### src/rtl/core/scld_pkg.sv
// Shared types, constants and lookup functions for the serial command line decoder.
`timescale 1ns / 1ps
`default_nettype none

package scld_pkg;

    localparam int MAX_LINE = 100;
    localparam int LEN_W    = $clog2(MAX_LINE);
    localparam int NUM_KW   = 6;

    localparam logic [7:0] CHAR_CR = 8'h0D;
    localparam logic [7:0] CHAR_LF = 8'h0A;
    localparam logic [7:0] CHAR_EQ = 8'h3D;
    localparam logic [7:0] CHAR_0  = 8'h30;
    localparam logic [7:0] CHAR_9  = 8'h39;

    localparam logic [2:0] CMD_GET_EPOCH  = 3'd0;
    localparam logic [2:0] CMD_READ_CLOCK = 3'd1;
    localparam logic [2:0] CMD_SET_CLOCK  = 3'd2;
    localparam logic [2:0] CMD_SAMPLE     = 3'd3;
    localparam logic [2:0] CMD_START      = 3'd4;
    localparam logic [2:0] CMD_STOP       = 3'd5;
    localparam logic [2:0] CMD_NONE       = 3'd6;

    localparam logic [1:0] TS_NONE = 2'd0;
    localparam logic [1:0] TS_OK   = 2'd1;
    localparam logic [1:0] TS_BAD  = 2'd2;

    localparam logic [3:0] ARG_FULL  = 4'd14;
    localparam logic [3:0] ARG_ENDED = 4'd15;

    localparam logic [13:0] YEAR_MIN = 14'd1970;
    localparam logic [13:0] YEAR_MAX = 14'd2105;
    localparam logic [7:0]  YO_2100  = 8'd130;

    localparam logic signed [17:0] DAY_SECS = 18'sd86400;

    // Keyword text is right-justified ASCII: the first character sits highest.
    localparam logic [127:0] KW_TEXT [NUM_KW] = '{
        128'h4745_545F_4550_4F43_485F_4556_454E_5453,
        128'h52_4541_445F_4441_5445_5449_4D45,
        128'h5345_545F_4441_5445_5449_4D45,
        128'h5341_4D50_4C45,
        128'h53_5441_5254,
        128'h5354_4F50
    };
    localparam logic [4:0] KW_LEN [NUM_KW] = '{5'd16, 5'd13, 5'd12, 5'd6, 5'd5, 5'd4};

    typedef enum logic [1:0] {
        PH_SKIP_LEAD = 2'd0,
        PH_COMMAND   = 2'd1,
        PH_SKIP_ARG  = 2'd2,
        PH_ARGUMENT  = 2'd3
    } scld_phase_t;

    typedef enum logic [1:0] {
        ST_IDLE   = 2'd0,
        ST_CALC_A = 2'd1,
        ST_CALC_B = 2'd2,
        ST_FINISH = 2'd3
    } scld_state_t;

    typedef struct packed {
        logic byte_en;
        logic calc_a;
        logic calc_b;
        logic finish;
    } scld_cmd_t;

    typedef struct packed {
        logic is_term;
        logic out_free;
    } scld_stat_t;

    function automatic logic kw_hit(logic [2:0] k, logic [4:0] pos, logic [7:0] c);
        logic [4:0]   len;
        logic [127:0] txt;
        logic [3:0]   idx;
        logic [7:0]   ch;
        len = KW_LEN[k];
        txt = KW_TEXT[k];
        idx = 4'(len - 5'd1 - pos);
        ch  = 8'(txt >> {idx, 3'b000});
        return (pos < len) && (ch == c);
    endfunction

    function automatic logic [8:0] days_before_month(logic [6:0] m);
        logic [8:0] d;
        case (m)
            7'd1:    d = 9'd0;
            7'd2:    d = 9'd31;
            7'd3:    d = 9'd59;
            7'd4:    d = 9'd90;
            7'd5:    d = 9'd120;
            7'd6:    d = 9'd151;
            7'd7:    d = 9'd181;
            7'd8:    d = 9'd212;
            7'd9:    d = 9'd243;
            7'd10:   d = 9'd273;
            7'd11:   d = 9'd304;
            7'd12:   d = 9'd334;
            default: d = 9'd0;
        endcase
        return d;
    endfunction

endpackage

`default_nettype wire

### src/rtl/core/scld_ctrl.sv
// Controller state machine sequencing byte parsing and line-end time arithmetic.
`timescale 1ns / 1ps
`default_nettype none

module scld_ctrl
(
    input  wire logic               clk,
    input  wire logic               rst_n,
    input  wire logic               in_valid,
    output logic                    in_ready,
    input  wire scld_pkg::scld_stat_t stat,
    output scld_pkg::scld_cmd_t     cmd
);

    scld_pkg::scld_state_t state_reg;
    scld_pkg::scld_state_t state_next;

    always_ff @(posedge clk or negedge rst_n)
    begin
        if (!rst_n)
        begin
            state_reg <= scld_pkg::ST_IDLE;
        end
        else
        begin
            state_reg <= state_next;
        end
    end

    always_comb
    begin
        state_next  = state_reg;
        in_ready    = 1'b0;
        cmd         = '0;
        case (state_reg)
            scld_pkg::ST_IDLE:
            begin
                in_ready = 1'b1;
                if (in_valid)
                begin
                    if (stat.is_term)
                    begin
                        state_next = scld_pkg::ST_CALC_A;
                    end
                    else
                    begin
                        cmd.byte_en = 1'b1;
                    end
                end
            end
            scld_pkg::ST_CALC_A:
            begin
                cmd.calc_a = 1'b1;
                state_next = scld_pkg::ST_CALC_B;
            end
            scld_pkg::ST_CALC_B:
            begin
                cmd.calc_b = 1'b1;
                state_next = scld_pkg::ST_FINISH;
            end
            scld_pkg::ST_FINISH:
            begin
                if (stat.out_free)
                begin
                    cmd.finish = 1'b1;
                    state_next = scld_pkg::ST_IDLE;
                end
            end
            default:
            begin
                state_next = scld_pkg::ST_IDLE;
            end
        endcase
    end

endmodule

`default_nettype wire

### src/rtl/core/scld_datapath.sv
// Datapath: token parsing registers, epoch arithmetic and the output register.
`timescale 1ns / 1ps
`default_nettype none

module scld_datapath
(
    input  wire logic                clk,
    input  wire logic                rst_n,
    input  wire logic [7:0]          rx_byte,
    input  wire scld_pkg::scld_cmd_t cmd,
    output scld_pkg::scld_stat_t     stat,
    output logic                     out_valid,
    input  wire logic                out_ready,
    output logic [2:0]               out_command,
    output logic [1:0]               out_time_status,
    output logic [31:0]              out_unix_time,
    output logic                     out_line_overflow
);

    localparam int LW = scld_pkg::LEN_W;

    logic [5:0]            flags_reg, flags_next;
    logic [4:0]            pos_reg, pos_next;
    scld_pkg::scld_phase_t phase_reg, phase_next;
    logic [3:0]            cnt_reg, cnt_next;
    logic [6:0]            hour_reg, hour_next;
    logic [6:0]            min_reg, min_next;
    logic [6:0]            sec_reg, sec_next;
    logic [6:0]            day_reg, day_next;
    logic [6:0]            mon_reg, mon_next;
    logic [13:0]           year_reg, year_next;
    logic                  bad_reg, bad_next;
    logic [LW-1:0]         len_reg, len_next;
    logic                  ovf_reg, ovf_next;

    logic signed [17:0]    days_reg;
    logic [18:0]           hms_reg;
    logic signed [35:0]    prod_reg;
    logic                  out_valid_reg;
    logic [2:0]            out_command_reg;
    logic [1:0]            out_status_reg;
    logic [31:0]           out_unix_reg;
    logic                  out_ovf_reg;

    logic                  is_eq;
    logic                  is_digit;
    logic [3:0]            digit;
    logic [5:0]            hit_vec;
    logic                  kw_feed;
    logic                  arg_feed;

    logic [7:0]            yo;
    logic [8:0]            yo_inc;
    logic [5:0]            leaps;
    logic                  leap_year;
    logic [16:0]           day_sum;
    logic signed [17:0]    days_next;
    logic [18:0]           hms_next;
    logic signed [35:0]    prod_next;
    logic signed [36:0]    t_sum;

    logic [2:0]            res_command;
    logic [1:0]            res_status;
    logic                  arg_ok;
    logic                  t_ok;

    assign is_eq    = (rx_byte == scld_pkg::CHAR_EQ);
    assign is_digit = (rx_byte >= scld_pkg::CHAR_0) && (rx_byte <= scld_pkg::CHAR_9);
    assign digit    = 4'(rx_byte - scld_pkg::CHAR_0);

    assign stat.is_term  = (rx_byte == scld_pkg::CHAR_CR) || (rx_byte == scld_pkg::CHAR_LF);
    assign stat.out_free = !out_valid_reg || out_ready;

    always_comb
    begin
        for (int k = 0; k < scld_pkg::NUM_KW; k++)
        begin
            hit_vec[k] = scld_pkg::kw_hit(3'(k), pos_reg, rx_byte);
        end
    end

    // Byte-level parsing of the command and argument tokens.
    always_comb
    begin
        flags_next = flags_reg;
        pos_next   = pos_reg;
        phase_next = phase_reg;
        cnt_next   = cnt_reg;
        hour_next  = hour_reg;
        min_next   = min_reg;
        sec_next   = sec_reg;
        day_next   = day_reg;
        mon_next   = mon_reg;
        year_next  = year_reg;
        bad_next   = bad_reg;
        len_next   = len_reg;
        ovf_next   = ovf_reg;
        kw_feed    = 1'b0;
        arg_feed   = 1'b0;

        if (cmd.finish)
        begin
            flags_next = '1;
            pos_next   = '0;
            phase_next = scld_pkg::PH_SKIP_LEAD;
            cnt_next   = '0;
            hour_next  = '0;
            min_next   = '0;
            sec_next   = '0;
            day_next   = '0;
            mon_next   = '0;
            year_next  = '0;
            bad_next   = 1'b0;
            len_next   = '0;
            ovf_next   = 1'b0;
        end
        else if (cmd.byte_en && !ovf_reg)
        begin
            if (len_reg >= LW'(scld_pkg::MAX_LINE - 1))
            begin
                ovf_next = 1'b1;
            end
            else
            begin
                len_next = len_reg + 1'b1;
                case (phase_reg)
                    scld_pkg::PH_SKIP_LEAD:
                    begin
                        if (!is_eq)
                        begin
                            phase_next = scld_pkg::PH_COMMAND;
                            kw_feed    = 1'b1;
                        end
                    end
                    scld_pkg::PH_COMMAND:
                    begin
                        if (is_eq)
                        begin
                            phase_next = scld_pkg::PH_SKIP_ARG;
                        end
                        else
                        begin
                            kw_feed = 1'b1;
                        end
                    end
                    scld_pkg::PH_SKIP_ARG:
                    begin
                        if (!is_eq)
                        begin
                            phase_next = scld_pkg::PH_ARGUMENT;
                            arg_feed   = 1'b1;
                        end
                    end
                    default:
                    begin
                        if (cnt_reg != scld_pkg::ARG_ENDED)
                        begin
                            if (is_eq)
                            begin
                                if (cnt_reg != scld_pkg::ARG_FULL)
                                begin
                                    bad_next = 1'b1;
                                end
                                cnt_next = scld_pkg::ARG_ENDED;
                            end
                            else
                            begin
                                arg_feed = 1'b1;
                            end
                        end
                    end
                endcase

                if (kw_feed)
                begin
                    flags_next = flags_reg & hit_vec;
                    if (pos_reg != 5'd31)
                    begin
                        pos_next = pos_reg + 1'b1;
                    end
                end

                if (arg_feed)
                begin
                    if (cnt_reg >= scld_pkg::ARG_FULL)
                    begin
                        bad_next = 1'b1;
                    end
                    else if (!is_digit)
                    begin
                        bad_next = 1'b1;
                        cnt_next = cnt_reg + 1'b1;
                    end
                    else
                    begin
                        cnt_next = cnt_reg + 1'b1;
                        if (cnt_reg < 4'd2)
                        begin
                            hour_next = 7'(hour_reg * 7'd10 + 7'(digit));
                        end
                        else if (cnt_reg < 4'd4)
                        begin
                            min_next = 7'(min_reg * 7'd10 + 7'(digit));
                        end
                        else if (cnt_reg < 4'd6)
                        begin
                            sec_next = 7'(sec_reg * 7'd10 + 7'(digit));
                        end
                        else if (cnt_reg < 4'd8)
                        begin
                            day_next = 7'(day_reg * 7'd10 + 7'(digit));
                        end
                        else if (cnt_reg < 4'd10)
                        begin
                            mon_next = 7'(mon_reg * 7'd10 + 7'(digit));
                        end
                        else
                        begin
                            year_next = 14'(year_reg * 14'd10 + 14'(digit));
                        end
                    end
                end
            end
        end
    end

    // Day count from 1970 and the time of day; only meaningful for an in-range argument.
    always_comb
    begin
        yo        = 8'(year_reg - scld_pkg::YEAR_MIN);
        yo_inc    = {1'b0, yo} + 9'd1;
        leaps     = 6'(yo_inc >> 2) - 6'(yo > scld_pkg::YO_2100);
        leap_year = (yo[1:0] == 2'd2) && (yo != scld_pkg::YO_2100);
        day_sum   = 17'(yo) * 17'd365 + 17'(leaps)
                  + 17'(scld_pkg::days_before_month(mon_reg))
                  + 17'((mon_reg > 7'd2) && leap_year) + 17'(day_reg);
        days_next = $signed({1'b0, day_sum}) - 18'sd1;
        hms_next  = 19'(hour_reg) * 19'd3600 + 19'(min_reg) * 19'd60 + 19'(sec_reg);
        prod_next = days_reg * scld_pkg::DAY_SECS;
        t_sum     = $signed({prod_reg[35], prod_reg}) + $signed({18'b0, hms_reg});
    end

    always_comb
    begin
        res_command = scld_pkg::CMD_NONE;
        if (!ovf_reg && (phase_reg != scld_pkg::PH_SKIP_LEAD))
        begin
            for (int k = scld_pkg::NUM_KW - 1; k >= 0; k--)
            begin
                if (flags_reg[k] && (scld_pkg::KW_LEN[k] == pos_reg))
                begin
                    res_command = 3'(k);
                end
            end
        end
        arg_ok = (phase_reg == scld_pkg::PH_ARGUMENT) && !bad_reg
               && (cnt_reg >= scld_pkg::ARG_FULL)
               && (mon_reg >= 7'd1) && (mon_reg <= 7'd12)
               && (year_reg >= scld_pkg::YEAR_MIN) && (year_reg <= scld_pkg::YEAR_MAX);
        t_ok   = !t_sum[36] && (t_sum[35:32] == 4'd0);
        res_status = scld_pkg::TS_NONE;
        if (res_command == scld_pkg::CMD_SET_CLOCK)
        begin
            res_status = (arg_ok && t_ok) ? scld_pkg::TS_OK : scld_pkg::TS_BAD;
        end
    end

    always_ff @(posedge clk or negedge rst_n)
    begin
        if (!rst_n)
        begin
            flags_reg     <= '1;
            pos_reg       <= '0;
            phase_reg     <= scld_pkg::PH_SKIP_LEAD;
            cnt_reg       <= '0;
            hour_reg      <= '0;
            min_reg       <= '0;
            sec_reg       <= '0;
            day_reg       <= '0;
            mon_reg       <= '0;
            year_reg      <= '0;
            bad_reg       <= 1'b0;
            len_reg       <= '0;
            ovf_reg       <= 1'b0;
            out_valid_reg <= 1'b0;
        end
        else
        begin
            flags_reg <= flags_next;
            pos_reg   <= pos_next;
            phase_reg <= phase_next;
            cnt_reg   <= cnt_next;
            hour_reg  <= hour_next;
            min_reg   <= min_next;
            sec_reg   <= sec_next;
            day_reg   <= day_next;
            mon_reg   <= mon_next;
            year_reg  <= year_next;
            bad_reg   <= bad_next;
            len_reg   <= len_next;
            ovf_reg   <= ovf_next;
            if (cmd.finish)
            begin
                out_valid_reg <= 1'b1;
            end
            else if (out_ready)
            begin
                out_valid_reg <= 1'b0;
            end
        end
    end

    always_ff @(posedge clk)
    begin
        if (cmd.calc_a)
        begin
            days_reg <= days_next;
            hms_reg  <= hms_next;
        end
        if (cmd.calc_b)
        begin
            prod_reg <= prod_next;
        end
        if (cmd.finish)
        begin
            out_command_reg <= res_command;
            out_status_reg  <= res_status;
            out_unix_reg    <= (res_status == scld_pkg::TS_OK) ? t_sum[31:0] : 32'd0;
            out_ovf_reg     <= ovf_reg;
        end
    end

    assign out_valid         = out_valid_reg;
    assign out_command       = out_command_reg;
    assign out_time_status   = out_status_reg;
    assign out_unix_time     = out_unix_reg;
    assign out_line_overflow = out_ovf_reg;

endmodule

`default_nettype wire

### src/rtl/core/serial_command_line_decoder.sv
// Top level of the serial command line decoder: stream ports, controller and datapath.
//
//   Port group   Direction   Word contents
//   s_axis_*     in          one received byte per word
//   m_axis_*     out         one decoded command per line ending
//
// An ordinary byte is taken whenever the controller is idle. A CR or LF is taken in
// the idle state; the line-end arithmetic then runs in CALC_A (day count), CALC_B
// (an 18x18 multiply) and FINISH (final add and range check), which loads the result
// into the output register; the next byte is taken in the cycle after that. A stalled
// output holds the block only at the load step of the next line end.
// Reset clears the parse state and the output valid flag at once.
`timescale 1ns / 1ps
`default_nettype none

module serial_command_line_decoder
(
    input  wire logic        clk,
    input  wire logic        rst_n,
    input  wire logic        s_axis_tvalid,
    output logic             s_axis_tready,
    input  wire logic [7:0]  s_axis_tdata,   // [7:0] rx_byte
    output logic             m_axis_tvalid,
    input  wire logic        m_axis_tready,
    output logic [39:0]      m_axis_tdata    // [2:0] command, [4:3] time_status,
                                             // [36:5] unix_time, [37] line_overflow
);

    scld_pkg::scld_cmd_t  cmd;
    scld_pkg::scld_stat_t stat;
    logic [2:0]           command;
    logic [1:0]           time_status;
    logic [31:0]          unix_time;
    logic                 line_overflow;

    scld_ctrl u_ctrl
    (
        .clk      (clk),
        .rst_n    (rst_n),
        .in_valid (s_axis_tvalid),
        .in_ready (s_axis_tready),
        .stat     (stat),
        .cmd      (cmd)
    );

    scld_datapath u_datapath
    (
        .clk               (clk),
        .rst_n             (rst_n),
        .rx_byte           (s_axis_tdata),
        .cmd               (cmd),
        .stat              (stat),
        .out_valid         (m_axis_tvalid),
        .out_ready         (m_axis_tready),
        .out_command       (command),
        .out_time_status   (time_status),
        .out_unix_time     (unix_time),
        .out_line_overflow (line_overflow)
    );

    assign m_axis_tdata = {2'b00, line_overflow, unix_time, time_status, command};

endmodule

`default_nettype wire

### config.mk
export PLATFORM = sky130hd
export DESIGN_NAME = serial_command_line_decoder
export DESIGN_NICKNAME = d
export VERILOG_FILES = /design/src/rtl/core/scld_pkg.sv /design/src/rtl/core/scld_ctrl.sv /design/src/rtl/core/scld_datapath.sv /design/src/rtl/core/serial_command_line_decoder.sv
export SDC_FILE = /design/constraint.sdc
export NUM_CORES = 1
export LEC_CHECK = 0
export BUFFER_PORTS_ARGS = -buffer_cell sky130_fd_sc_hd__buf_2
export CAP_MARGIN = 5
export CORE_AREA = 2 2 215 217
export CTS_BUF_LIST = sky130_fd_sc_hd__clkbuf_16
export DETAILED_ROUTE_END_ITERATION = 8
export DIE_AREA = 0 0 217 219
export GPL_TIMING_DRIVEN = 0
export SLEW_MARGIN = 0
export SYNTH_ARGS = -nofsm -noshare
export SYNTH_HDL_FRONTEND = slang
export SYNTH_SLANG_ARGS = --single-unit
### constraint.sdc
create_clock -name clk -period 10 [get_ports clk]
set_input_delay 2 -clock clk [delete_from_list [all_inputs] [get_ports clk]]
set_output_delay 2 -clock clk [all_outputs]
set_load 0.01 [all_outputs]
**Yosys cells after proc, flatten, opt, wreduce, memory -nomap -nowiden**

Memory sizes are Yosys's and may differ from the RTL's.
Index checks and enable logic that the tools add are counted.

- Shift-type cells: 6
- Eq/ne operators: 41
- Magnitude comparators: 21
- Multiply operators: 10
- Multiplexer cells: 130
- Add/sub/neg operators: 27
- Bitwise operators: 1
- Reduce and logical (&&, ||, !) cells: 63

Operators with widths:

| kind | count |
|---|---|
| two-way mux 7 bit | 48 |
| two-way mux 14 bit | 11 |
| >> shifter 127 x 7 -> 8 bit, first input constant | 1 |
| >> shifter 103 x 7 -> 8 bit, first input constant | 1 |
| >> shifter 95 x 7 -> 8 bit, first input constant | 1 |
| == test 8 bit | 6 |
| >> shifter 47 x 7 -> 8 bit, first input constant | 1 |
| >> shifter 39 x 7 -> 8 bit, first input constant | 1 |
| adder 36 x 20 -> 37 bit | 1 |
| adder 7 x 4 -> 7 bit | 5 |
| multiplier 7 x 3 -> 6 bit, second input constant | 5 |
| two-way mux 1 bit | 32 |
| two-way mux 4 bit | 8 |
| >> shifter 31 x 7 -> 8 bit, first input constant | 1 |
| multiplier 18 x 11 -> 29 bit, second input constant | 1 |
| two-way mux 2 bit | 13 |
| nonzero test 2 bit | 13 |
| logical AND 1 bit | 25 |
| two-way mux 5 bit | 5 |
| two-way mux 6 bit | 4 |
| != test 2 bit, second input constant | 10 |
| AND reduction 10 bit | 2 |
| adder 19 x 13 -> 19 bit | 1 |
| adder 19 x 7 -> 19 bit | 1 |
| 70 further kinds | 102 |

- Memory bits (read-only): 144
- Output and inout port bits: 42
- Bits in registers: 182
- Memories kept: 1
- Word-level logic and storage cells: 322

Memories:

| memory | words | bits a word | rd ports | clocked after Yosys merged registers in | write ports | RTL line | text |
|---|---|---|---|---|---|---|---|
| (no name shown) | 16 | 9 | 1 | 0 | 0 | scld_pkg.sv:89 | `case (m)` |

**Depth between registers and ports, before layout**

Gate-level depths: netlist of run 1.

- Depth in word-level cells: 13
- Mapped depth: 30

**Hierarchy**

A second synthesis of run 1 with hierarchy kept.

- Cell total of the unflattened synthesis: 2,052
- Area total of the unflattened synthesis: 19,905.3 um^2

Modules (own cells, without submodules):

| module | times used | area each (um^2) | cells each |
|---|---|---|---|
| scld_datapath | 1 | 19,703.9 | 2,032 |
| scld_ctrl | 1 | 175.2 | 16 |
| serial_command_line_decoder | 1 | 26.3 | 4 |

**Worst setup path before layout of run 1**

No wires, ideal clock.

- Kind: register to register
- From: register u_datapath.year_reg[1]
- To: register u_datapath.days_reg[16], data pin
- Arrival time: 6.855 ns
- Path buffers: 0
- Data required time: 9.737 ns
- Path slack: 2.881 ns
- Stages on the path, launching flop included: 30
- Cell sequence: dfrtp_1 -> inv_1 -> ha_1 -> xor2_1 -> inv_1 -> ha_1 -> and3_1 -> a31o_2 -> a21oi_1 -> ha_1 -> nand2_1 -> a211oi_1 -> mux2i_1 -> a22oi_1 -> xnor2_1 -> fa_1 -> inv_1 -> fa_1 -> inv_1 -> fa_1 -> inv_1 -> ha_1 -> o21ai_1 -> o21ai_2 -> a211o_1 -> a221o_1 -> or2_4 -> or3_4 -> nor3_2 -> xor2_1

- Longest elaborated chain between the ends: 8
- Elaborated cells between the ends (all ways): 14

Ends and longest elaborated chain:

| item | RTL line | text |
|---|---|---|
| start: declaration | scld_datapath.sv:31 | `logic [13:0] year_reg, year_next;` |
| start signal: assignment | scld_datapath.sv:298 | `year_reg <= year_next;` |
| subtractor 8 bit * | scld_datapath.sv:230 | `yo = 8'(year_reg - scld_pkg::YEAR_MIN);` |
| parallel branches: the longest is 4 deep, another holds multiplier 8 x 9 -> 17 bit | n/a |  |
| adder 17 x 1 -> 17 bit * | scld_datapath.sv:236 | `+ 17'((mon_reg > 7'd2) && leap_year) + 17'(day_reg);` |
| adder 17 x 7 -> 17 bit * | scld_datapath.sv:236 |  |
| subtractor 17 x 1 -> 18 bit * | scld_datapath.sv:237 | `days_next = $signed({1'b0, day_sum}) - 18'sd1;` |
| named net u_datapath.days_next[16] | scld_datapath.sv:57 | `logic signed [17:0] days_next;` |
| end signal: assignment | scld_datapath.sv:317 | `days_reg <= days_next;` |
| end: declaration | scld_datapath.sv:36 | `logic signed [17:0] days_reg;` |

Mark *: on every way through the listed nets, which the timed path passes.
A chain may end at the register's enable or synchronous reset.

**Worst setup path in the final report of run 1**

Same ends and word-level chain as after synthesis.

==> results.md, run 1 <==
- Total Routing Usage GR: 18.3%
- # fillers: 4309
- Largest net degree at the start of global routing: 66
- Prevailing post-synth register cell: edfxtp_1
- Synthesis warning total: 0
- Netlist cell types: 91
- Setup TNS: 0 ns
- Top Family by Delay on Critical Path: adder cells
- WL final: 42300 um
- Drt first pass iters: 5
- Num CTS Buffers: 17
- Chip width: 217 um
- Minimum clock period: 8.25 ns
- FF+latch count, synth: 182
- Critical-path top delay cell: xor2_1
- Slew Limit Fails: 0
- IO Port Bufs: 49
- Vias in the first global route: 14486
- CTS tree: done
- Antenna Nets Post-Route: 0
- Antenna violations before repair: 0
- WL/cell: 15.0 um
- Post-CTS setup buffer count: 0
- CTS clk-pin slew, worst paths: 0.08 ns
- Max reg flops: 32
- Status: complete, no violations
- CP max FO: 13
- Most used cell, CP: inv_1
- DP HPWL: 34200 um
- Worst Path Buf+Inv: 6
- Clk_skew: 0.0142 ns
- # setup viols final: 0
- # diodes: 0
- Nets: 2677
- Crit. End Element: flip-flop
- Worst Max-Slew Pin Slew: 1.23 ns
- Post-synthesis sequential area ratio: 25.1%
- Multi-input gate area: 13600 um2
- Final design utilization: 48.4%
- Ys async rst share: 42.9%
- Element type at the critical path start: flip-flop
- Critical path data arrival time: 8.44 ns
- Clk Latency, worst-skew pair: 0.46 ns
- Hold Buf Count CTS: 0
- Site Rows: 78
- Area growth syn-to-layout: 7.99%
- Crit share post-route: 82.5%
- Register area: 5080 um2
- Share of layout cells above drive strength 1: 6.44%
- Vias/cell: 5.19
- Fmax: 121 MHz
- Worst-case clock buffer depth: 2
- CTS-repair resized insts: 0
- Max cap viols: 0
- Starting Density: 44.8%
- Vias: 14628
- Number of I/O pins: 54
- Iter 0 DRT Violations: 598
- TritonCTS sink count: 182
- FF-to-FF setup slack: 1.75 ns
- Critical Path RT: 10.19 ns
- Worst path max stage delay: 0.57 ns
- Root Buffer: clkbuf_16
- Cell count after synthesis: 2135
- Drt drc: 0
- Core ar.: 45100 um2
- Cell Area, Synth: 20200 um2
- Hold crit path type: reg -> reg
- Die Area: 47500 um2
- Total grt overflow: 0
- Slew HR: 16.7%
- RSZ-0062 raised after global routing: false
- Post-synth EDFFs: 104
- Final Hold Viols: 0
- First-pass GRT wire length: 70400 um
- H-tree levels: 4
- Routability cong.: 0.877
- Syn avg cell area: 9.47 um2
- Die height: 219 um
- Crit Path Class: reg -> reg
## cell usage in the layout (no fill, tap or decap), types with 9 or more instances in the layout
master	netlist	routed
o21ai_0	79	79
dfrtp_1	72	72
and2_1	13	13
o211ai_1	11	11
o21bai_1	9	9
clkbuf_1	38	38
a211oi_1	25	25
a21o_1	38	38
a31oi_1	13	13
fa_1	119	119
xnor2_1	118	118
buf_2	10	59
nand2_1	91	91
nand3_1	26	26
nor3b_1	12	12
xor2_1	69	69
nor2_1	169	169
edfxtp_1	104	104
nor2b_1	29	29
or3_1	13	13
and3_1	14	14
inv_1	325	327
clkbuf_16	0	18
nor3_1	35	35
ha_1	340	338
o31ai_1	9	9
nor4_1	48	48
a21oi_1	104	104
mux2i_1	27	27
nand4_1	12	12
nand2b_1	12	12
o21a_1	16	16
## kinds of logic after synthesis
kind of cell / synth area share [%]
buffers and inverters: 7.56
DFF: 25.1
and+or+nand+nor: 12.6
muxes: 1.50
xor gates and xnor gates: 8.21
adders and majority gates: 32.8
AOI/OAI and AO/OA: 12.2
other: 0.0185
## metrics by stage
| step | hold WS, ns | std cells | area (um2) | worst slack (ns) |
|---|---|---|---|---|
| finish | 0.484 | 2819 | 21800 | 1.75 |
| global route | 0.506 | 2819 | 21800 | 1.17 |
| CTS | 0.487 | 2819 | 21800 | 1.71 |
| detailed placement | 0.468 | 2787 | 21300 | 1.73 |
| global placement | 0.464 | 2785 | 21200 | 1.84 |
| floorplan | 0.440 | 2136 | 20200 | 2.88 |
## tightest hold or removal path, cell delays in order, from the launching register on
cell	delay, ns
dfstp_2	0.38
o21ai_0	0.06
nand2_1	0.05
## synth_stat cells (all sizes together), types with 27 or more instances
| cell | count | area, um2 |
|---|---|---|
| xnor2 | 118 | 1030 |
| fa | 119 | 2380 |
| a21o | 39 | 294 |
| a21oi | 104 | 521 |
| nor4 | 48 | 300 |
| clkbuf | 39 | 156 |
| ha | 340 | 4250 |
| dfrtp | 72 | 1800 |
| nand2 | 91 | 342 |
| edfxtp | 104 | 3120 |
| nor2 | 169 | 634 |
| mux2i | 27 | 270 |
| xor2 | 69 | 604 |
| o21ai | 85 | 433 |
| nor3 | 38 | 205 |
| a211oi | 28 | 233 |
| inv | 326 | 1220 |
| nor2b | 29 | 181 |
## final timing paths
path	from	to	cells past startpoint
setup / recovery	u_datapath.year_reg[1]	u_datapath.days_reg[16]	29
hold / removal	u_datapath.flags_reg[3]	u_datapath.flags_reg[3]	2
max in group asynchronous	rst_n	u_datapath.flags_reg[1]	2
min in group asynchronous	rst_n	u_datapath.min_reg[1]	1
hold reg to reg	u_datapath.flags_reg[3]	u_datapath.flags_reg[3]	2
setup reg to reg	u_datapath.year_reg[1]	u_datapath.days_reg[16]	29
## final cells by class
class / instances / share of cell area [%]
multi-input combinational: 1563 / 62.4
sequential: 182 / 23.3
inverter: 328 / 5.64
tap: 600 / 3.44
clock buffer: 18 / 2.06
buffer: 63 / 1.37
timing repair buffer: 51 / 1.35
clock inverter: 14 / 0.498
## metal layers
layer | track usage, % | part of all wire (%) | routed length [um]
met5 | 0 | 0 | 0
met4 | 4.47 | 1.2 | 502
met3 | 1.72 | 2.2 | 922
met2 | 32.7 | 49 | 20800
met1 | 23.8 | 48 | 20100
Power of run 1 is not shown: default switching activity piles up to over one toggle a cycle in this logic, so the estimate is an artifact.
==> run 2, diff against run 1 <==
==> constraint.sdc (replaced) <==
create_clock -name clk -period 8.1 [get_ports clk]
set_input_delay 1.62 -clock clk [delete_from_list [all_inputs] [get_ports clk]]
set_output_delay 1.62 -clock clk [all_outputs]
set_load 0.01 [all_outputs]
==> run 2 against run 1 <==
Worst setup slack got worse by 1.2 ns. Count of clock-buffer cells in the layout unchanged. Critical path type unchanged. Final area increased by 0.29%. Largest cell class unchanged. First-iteration DRC count increased by 7.4%. Utilization increased by 0.14 points. Highest routed layer unchanged.
==> results.md, run 2 (synthesized netlist as in run 1, its figures left out) <==
- Status: complete, no violations (unchanged)
- Critical path endpoint: u_datapath.days_reg[16] (unchanged)
- Crit share post-route: 93.5% (was 82.5%)
- Number of cells on the worst reg-to-reg path: 29 (unchanged)
- Total grt overflow: 0 (unchanged)
- Multi-input gate area: 13600 um2 (about the same)
- Most frequent cells in the layout: ha_1, inv_1, nor2_1 (unchanged)
- WL final: 42400 um (was 42300 um)
- # setup viols final: 0 (unchanged)
- R2R Path End: u_datapath.days_reg[16] (unchanged)
- Num CTS Buffers: 17 (unchanged)
- CTS tree: done (unchanged)
- Drt drc: 0 (unchanged)
- Crit Path Class: reg -> reg (unchanged)
- Antenna Nets Post-Route: 0 (unchanged)
- CP max FO: 8 (was 13)
- Total Routing Usage GR: 18.3% (about the same)
- Setup TNS: 0 ns (unchanged)
- Critical path data arrival time: 7.77 ns (was 8.44 ns)
- Core ar.: 45100 um2 (unchanged)
- Element type at the critical path start: flip-flop (unchanged)
- Clk_skew: 0.0142 ns (about the same)
- Critical Path RT: 8.29 ns (was 10.19 ns)
- Worst path max stage delay: 0.52 ns (was 0.57 ns)
- Share of layout cells above drive strength 1: 6.84% (was 6.44%)
- Nets: 2681 (was 2677)
- Worst Hold Path Cells: 2 (unchanged)
- Site Rows: 78 (unchanged)
- Worst Setup SP: u_datapath.year_reg[1] (unchanged)
- Die Area: 47500 um2 (unchanged)
- Clk Latency, worst-skew pair: 0.46 ns (about the same)
- Critical-path top delay cell: dfrtp_2 (was xor2_1)
- Minimum clock period: 7.58 ns (was 8.25 ns)
- Largest net degree at the start of global routing: 66 (unchanged)
- Setup WS post-layout: 0.523 ns (was 1.75 ns)
- Number of I/O pins: 54 (unchanged)
- Max cap viols: 0 (unchanged)
- Register area: 5080 um2 (about the same)
- Most common cell after layout, fill and taps aside: ha_1 (unchanged)
- Starting Density: 44.8% (unchanged)
- Chip width: 217 um (unchanged)
- Fmax: 132 MHz (was 121 MHz)
- # diodes: 0 (unchanged)
- # fillers: 4311 (was 4309)
- Die height: 219 um (unchanged)
- Hold crit path type: reg -> reg (unchanged)
- Slew HR: 14.3% (was 16.7%)
- Vias/cell: 5.21 (was 5.19)
- Final design utilization: 48.6% (was 48.4%)
- Final Hold Viols: 0 (unchanged)
- FF-to-FF setup slack: 0.52 ns (was 1.75 ns)
- Worst Max-Slew Pin Slew: 1.27 ns (was 1.23 ns)
- Vias: 14709 (was 14628)
- Crit. End Element: flip-flop (unchanged)
- TritonCTS sink count: 182 (unchanged)
- CTS clk-pin slew, worst paths: 0.08 ns (about the same)
- IO Port Bufs: 49 (unchanged)
- Place WS: -0.166 ns (was 1.73 ns)
- Routability cong.: 0.877 (unchanged)
- Worst r2r src: u_datapath.year_reg[1] (unchanged)
- DP HPWL: 34200 um (unchanged)
- WL/cell: 15.0 um (about the same)
- Area growth syn-to-layout: 8.30% (was 7.99%)
- H-tree levels: 4 (unchanged)
- Drt first pass iters: 5 (unchanged)
- Root Buffer: clkbuf_16 (unchanged)
- First-pass GRT wire length: 70400 um (about the same)
- Worst-case clock buffer depth: 2 (unchanged)
- Vias in the first global route: 14487 (was 14486)
- RSZ-0062 raised after global routing: false (unchanged)
- Iter 0 DRT Violations: 642 (was 598)
- Antenna violations before repair: 0 (unchanged)
- Slew Limit Fails: 0 (unchanged)
- Max reg flops: 32 (unchanged)
[run 2: worst min-delay path by stage]
stage	startpoint	endpoint	slack, ns
finish	u_datapath.flags_reg[0]	u_datapath.flags_reg[0]	0.48
floorplan	u_datapath.mon_reg[6]	u_datapath.mon_reg[6]	0.44
CTS	u_datapath.flags_reg[0]	u_datapath.flags_reg[0]	0.49
global placement	u_datapath.mon_reg[6]	u_datapath.mon_reg[6]	0.46
detailed placement	u_datapath.mon_reg[6]	u_datapath.mon_reg[6]	0.47
global route	u_datapath.flags_reg[3]	u_datapath.flags_reg[3]	0.51
[run 2: timing repair]
action | CTS | global route
resized for setup | 1 | 5
pin swaps | 0 | 0
endpoints found under the setup margin | 5 | 6
gates cloned | 0 | 0
hold buffers | 0 | 0
hold endpoints to repair | 0 | 0
buffers inserted | 0 | 4
[run 2: worst max-delay path, delay by kind of cell (launching register included)]
kind	cells	cell delay, ns
AND/OR/NAND/NOR	5	1.12
multiplexers	1	0.24
XOR/XNOR	3	0.54
flip-flops	1	0.52
AO/OA/AOI/OAI	8	1.78
buffers and inverters	5	0.53
adder cells (fa/ha/maj)	7	2.57
[run 2: layer usage]
layer | GRT usage (%) | part of all wire, % | vias up
li1 | - | - | 7478
met1 | 23.8 | 48 | 7044
met2 | 32.7 | 49 | 160
met3 | 1.72 | 2.1 | 27
met4 | 4.52 | 1.1 | 0
met5 | 0 | 0 | -
[run 2: cell type report]
type | instances | share of cell area [%]
timing repair buffer | 55 | 1.49
tap | 600 | 3.43
sequential | 182 | 23.2
multi-input combinational | 1563 | 62.3
clock buffer | 18 | 2.06
clock inverter | 14 | 0.497
buffer | 63 | 1.37
inverter | 328 | 5.64
[run 2: metrics by stage]
| step | hold WS [ns] | std cells | instance area, um2 |
|---|---|---|---|
| final | 0.483 | 2823 | 21900 |
| after global routing | 0.506 | 2823 | 21900 |
| after CTS | 0.487 | 2819 | 21800 |
| after detailed placement | 0.468 | 2787 | 21300 |
| after global placement | 0.464 | 2785 | 21200 |
| after floorplan | 0.440 | 2136 | 20200 |
Power of run 2 is left out for the same reason.
==> run 3, diff against run 2 <==
--- a/config.mk
+++ b/config.mk
@@ -7,10 +7,10 @@
 export LEC_CHECK = 0
 export BUFFER_PORTS_ARGS = -buffer_cell sky130_fd_sc_hd__buf_2
 export CAP_MARGIN = 5
-export CORE_AREA = 2 2 215 217
+export CORE_AREA = 2 2 228 230
 export CTS_BUF_LIST = sky130_fd_sc_hd__clkbuf_16
 export DETAILED_ROUTE_END_ITERATION = 8
-export DIE_AREA = 0 0 217 219
+export DIE_AREA = 0 0 230 232
 export GPL_TIMING_DRIVEN = 0
 export SLEW_MARGIN = 0
 export SYNTH_ARGS = -nofsm -noshare
==> run 3 against run 2 <==
Final area is 0.76% higher. Hold slack better by 0.0040 ns. Sequential share of layout area is 0.18 points lower. Critical endpoint unchanged. Wire length is 0.64% lower.
==> results.md, run 3 (synthesized netlist as in run 1, its figures left out) <==
- FF-to-FF setup slack: 0.62 ns (was 0.52 ns)
- Drt first pass iters: 5 (unchanged)
- Crit share post-route: 92.3% (was 93.5%)
- Max reg flops: 32 (unchanged)
- Total Routing Usage GR: 16.2% (was 18.3%)
- Largest net degree at the start of global routing: 68 (was 66)
- Vias in the first global route: 14618 (was 14487)
- # fillers: 4958 (was 4311)
- Max cap viols: 0 (unchanged)
- First-pass GRT wire length: 70900 um (was 70400 um)
- CP max FO: 8 (unchanged)
- Routability cong.: 0.895 (was 0.877)
- H-tree levels: 4 (unchanged)
- Nets: 2682 (was 2681)
- Num CTS Buffers: 17 (unchanged)
- Element type at the critical path start: flip-flop (unchanged)
- Starting Density: 39.7% (was 44.8%)
- Worst-case clock buffer depth: 2 (unchanged)
- CTS tree: done (unchanged)
- Most common cell after layout, fill and taps aside: ha_1 (unchanged)
- Hold Startpoint: u_datapath.flags_reg[1] (was u_datapath.flags_reg[0])
- Antenna Nets Post-Route: 0 (unchanged)
- Area growth syn-to-layout: 9.13% (was 8.30%)
- Clk Latency, worst-skew pair: 0.47 ns (was 0.46 ns)
- Worst path max stage delay: 0.52 ns (about the same)
- # diodes: 0 (unchanged)
- Drt drc: 0 (unchanged)
- Share of layout cells above drive strength 1: 6.92% (was 6.84%)
- Die Area: 53400 um2 (was 47500 um2)
- TritonCTS sink count: 182 (unchanged)
- Fmax: 134 MHz (was 132 MHz)
- Die height: 232 um (was 219 um)
- Slew HR: 20.3% (was 14.3%)
- Place WS: -0.0958 ns (was -0.166 ns)
- Core ar.: 50900 um2 (was 45100 um2)
- Number of I/O pins: 54 (unchanged)
- Critical-path top delay cell: fa_1 (was dfrtp_2)
- Chip width: 230 um (was 217 um)
- Vias/cell: 5.08 (was 5.21)
- Crit Path Class: reg -> reg (unchanged)
- Root Buffer: clkbuf_16 (unchanged)
- Site Rows: 83 (was 78)
- Slew Limit Fails: 0 (unchanged)
- Critical path data arrival time: 7.67 ns (was 7.77 ns)
- Status: complete, no violations (unchanged)
- Worst Hold Slack: 0.487 ns (was 0.483 ns)
- Worst Setup SP: u_datapath.year_reg[1] (unchanged)
- Hold Buf Count CTS: 0 (unchanged)
- Number of cells on the worst reg-to-reg path: 29 (unchanged)
- DP HPWL: 34300 um (was 34200 um)
- Critical path endpoint: u_datapath.days_reg[16] (unchanged)
- Setup WS post-layout: 0.623 ns (was 0.523 ns)
- R2R Path End: u_datapath.days_reg[16] (unchanged)
- Final Hold Viols: 0 (unchanged)
- Critical Path RT: 8.30 ns (was 8.29 ns)
- Final design utilization: 43.4% (was 48.6%)
- WL/cell: 14.5 um (was 15.0 um)
- Worst r2r src: u_datapath.year_reg[1] (unchanged)
- Hold crit path type: reg -> reg (unchanged)
- # setup viols final: 0 (unchanged)
- Antenna violations before repair: 1 (was 0)
- Minimum clock period: 7.48 ns (was 7.58 ns)
- Total grt overflow: 0 (unchanged)
- Most frequent cells in the layout: ha_1, inv_1, nor2_1 (unchanged)
- RSZ-0062 raised after global routing: false (unchanged)
- Iter 0 DRT Violations: 675 (was 642)
- Clk_skew: 0.0194 ns (was 0.0142 ns)
- CTS clk-pin slew, worst paths: 0.08 ns (about the same)
- Vias: 14738 (was 14709)
- Crit. End Element: flip-flop (unchanged)
- Worst Max-Slew Pin Slew: 1.18 ns (was 1.27 ns)
- WL final: 42100 um (was 42400 um)
- IO Port Bufs: 49 (unchanged)
## run 3: layout make-up
class                   instances  area (um2)  area share (%)
clock inverters                15         160           0.726
repair buffers                 56         365            1.66
well taps                     680         851            3.86
clock buffers                  17         425            1.93
inverters                     328        1230            5.60
multi-input cells            1563       13600            61.8
plain buffers                  63         299            1.36
flip-flops and latches        182        5080            23.0
## run 3: metrics by stage
step,cell area [um2],cells,setup TNS (ns)
finish,22100,2904,0
global route,22100,2904,0
CTS,22000,2901,0
detailed placement,21400,2869,-0.133
global placement,21300,2865,-0.0211
floorplan,20200,2136,0
## run 3: critical path: cells and delay by family, from the launching register on
kind / cells / cell delay [ns]
AOI/OAI and AO/OA: 8 / 1.79
xor gates and xnor gates: 3 / 0.55
adders and majority gates: 7 / 2.53
buffers and inverters: 5 / 0.50
DFF: 1 / 0.50
muxes: 1 / 0.22
and+or+nand+nor: 5 / 1.11
## run 3: how the worst min path moves through the flow
| stage | to | slack, ns | cells after the start |
|---|---|---|---|
| CTS | u_datapath.mon_reg[6] | 0.49 | 2 |
| floorplan | u_datapath.mon_reg[6] | 0.44 | 2 |
| global route | u_datapath.flags_reg[3] | 0.50 | 2 |
| global placement | u_datapath.flags_reg[3] | 0.46 | 2 |
| finish | u_datapath.flags_reg[1] | 0.49 | 2 |
| detailed placement | u_datapath.mon_reg[6] | 0.46 | 2 |
## run 3: layer usage
layer  vias to the layer above  share of wire (%)  track usage [%]
li1                       7464                  -                -
met1                      7079                 48             21.2
met2                       154                 48             28.3
met3                        41                2.2             2.16
met4                         0                1.2             3.65
met5                         -                  0                0
## run 3: timing repair
item                                    in CTS  in global routing
setup buffers                                0                  3
resized for setup                            1                  5
cloned                                       0                  0
endpoints found under the setup margin       4                  7
pin swaps                                    0                  0
Power of run 3 is left out for the same reason.
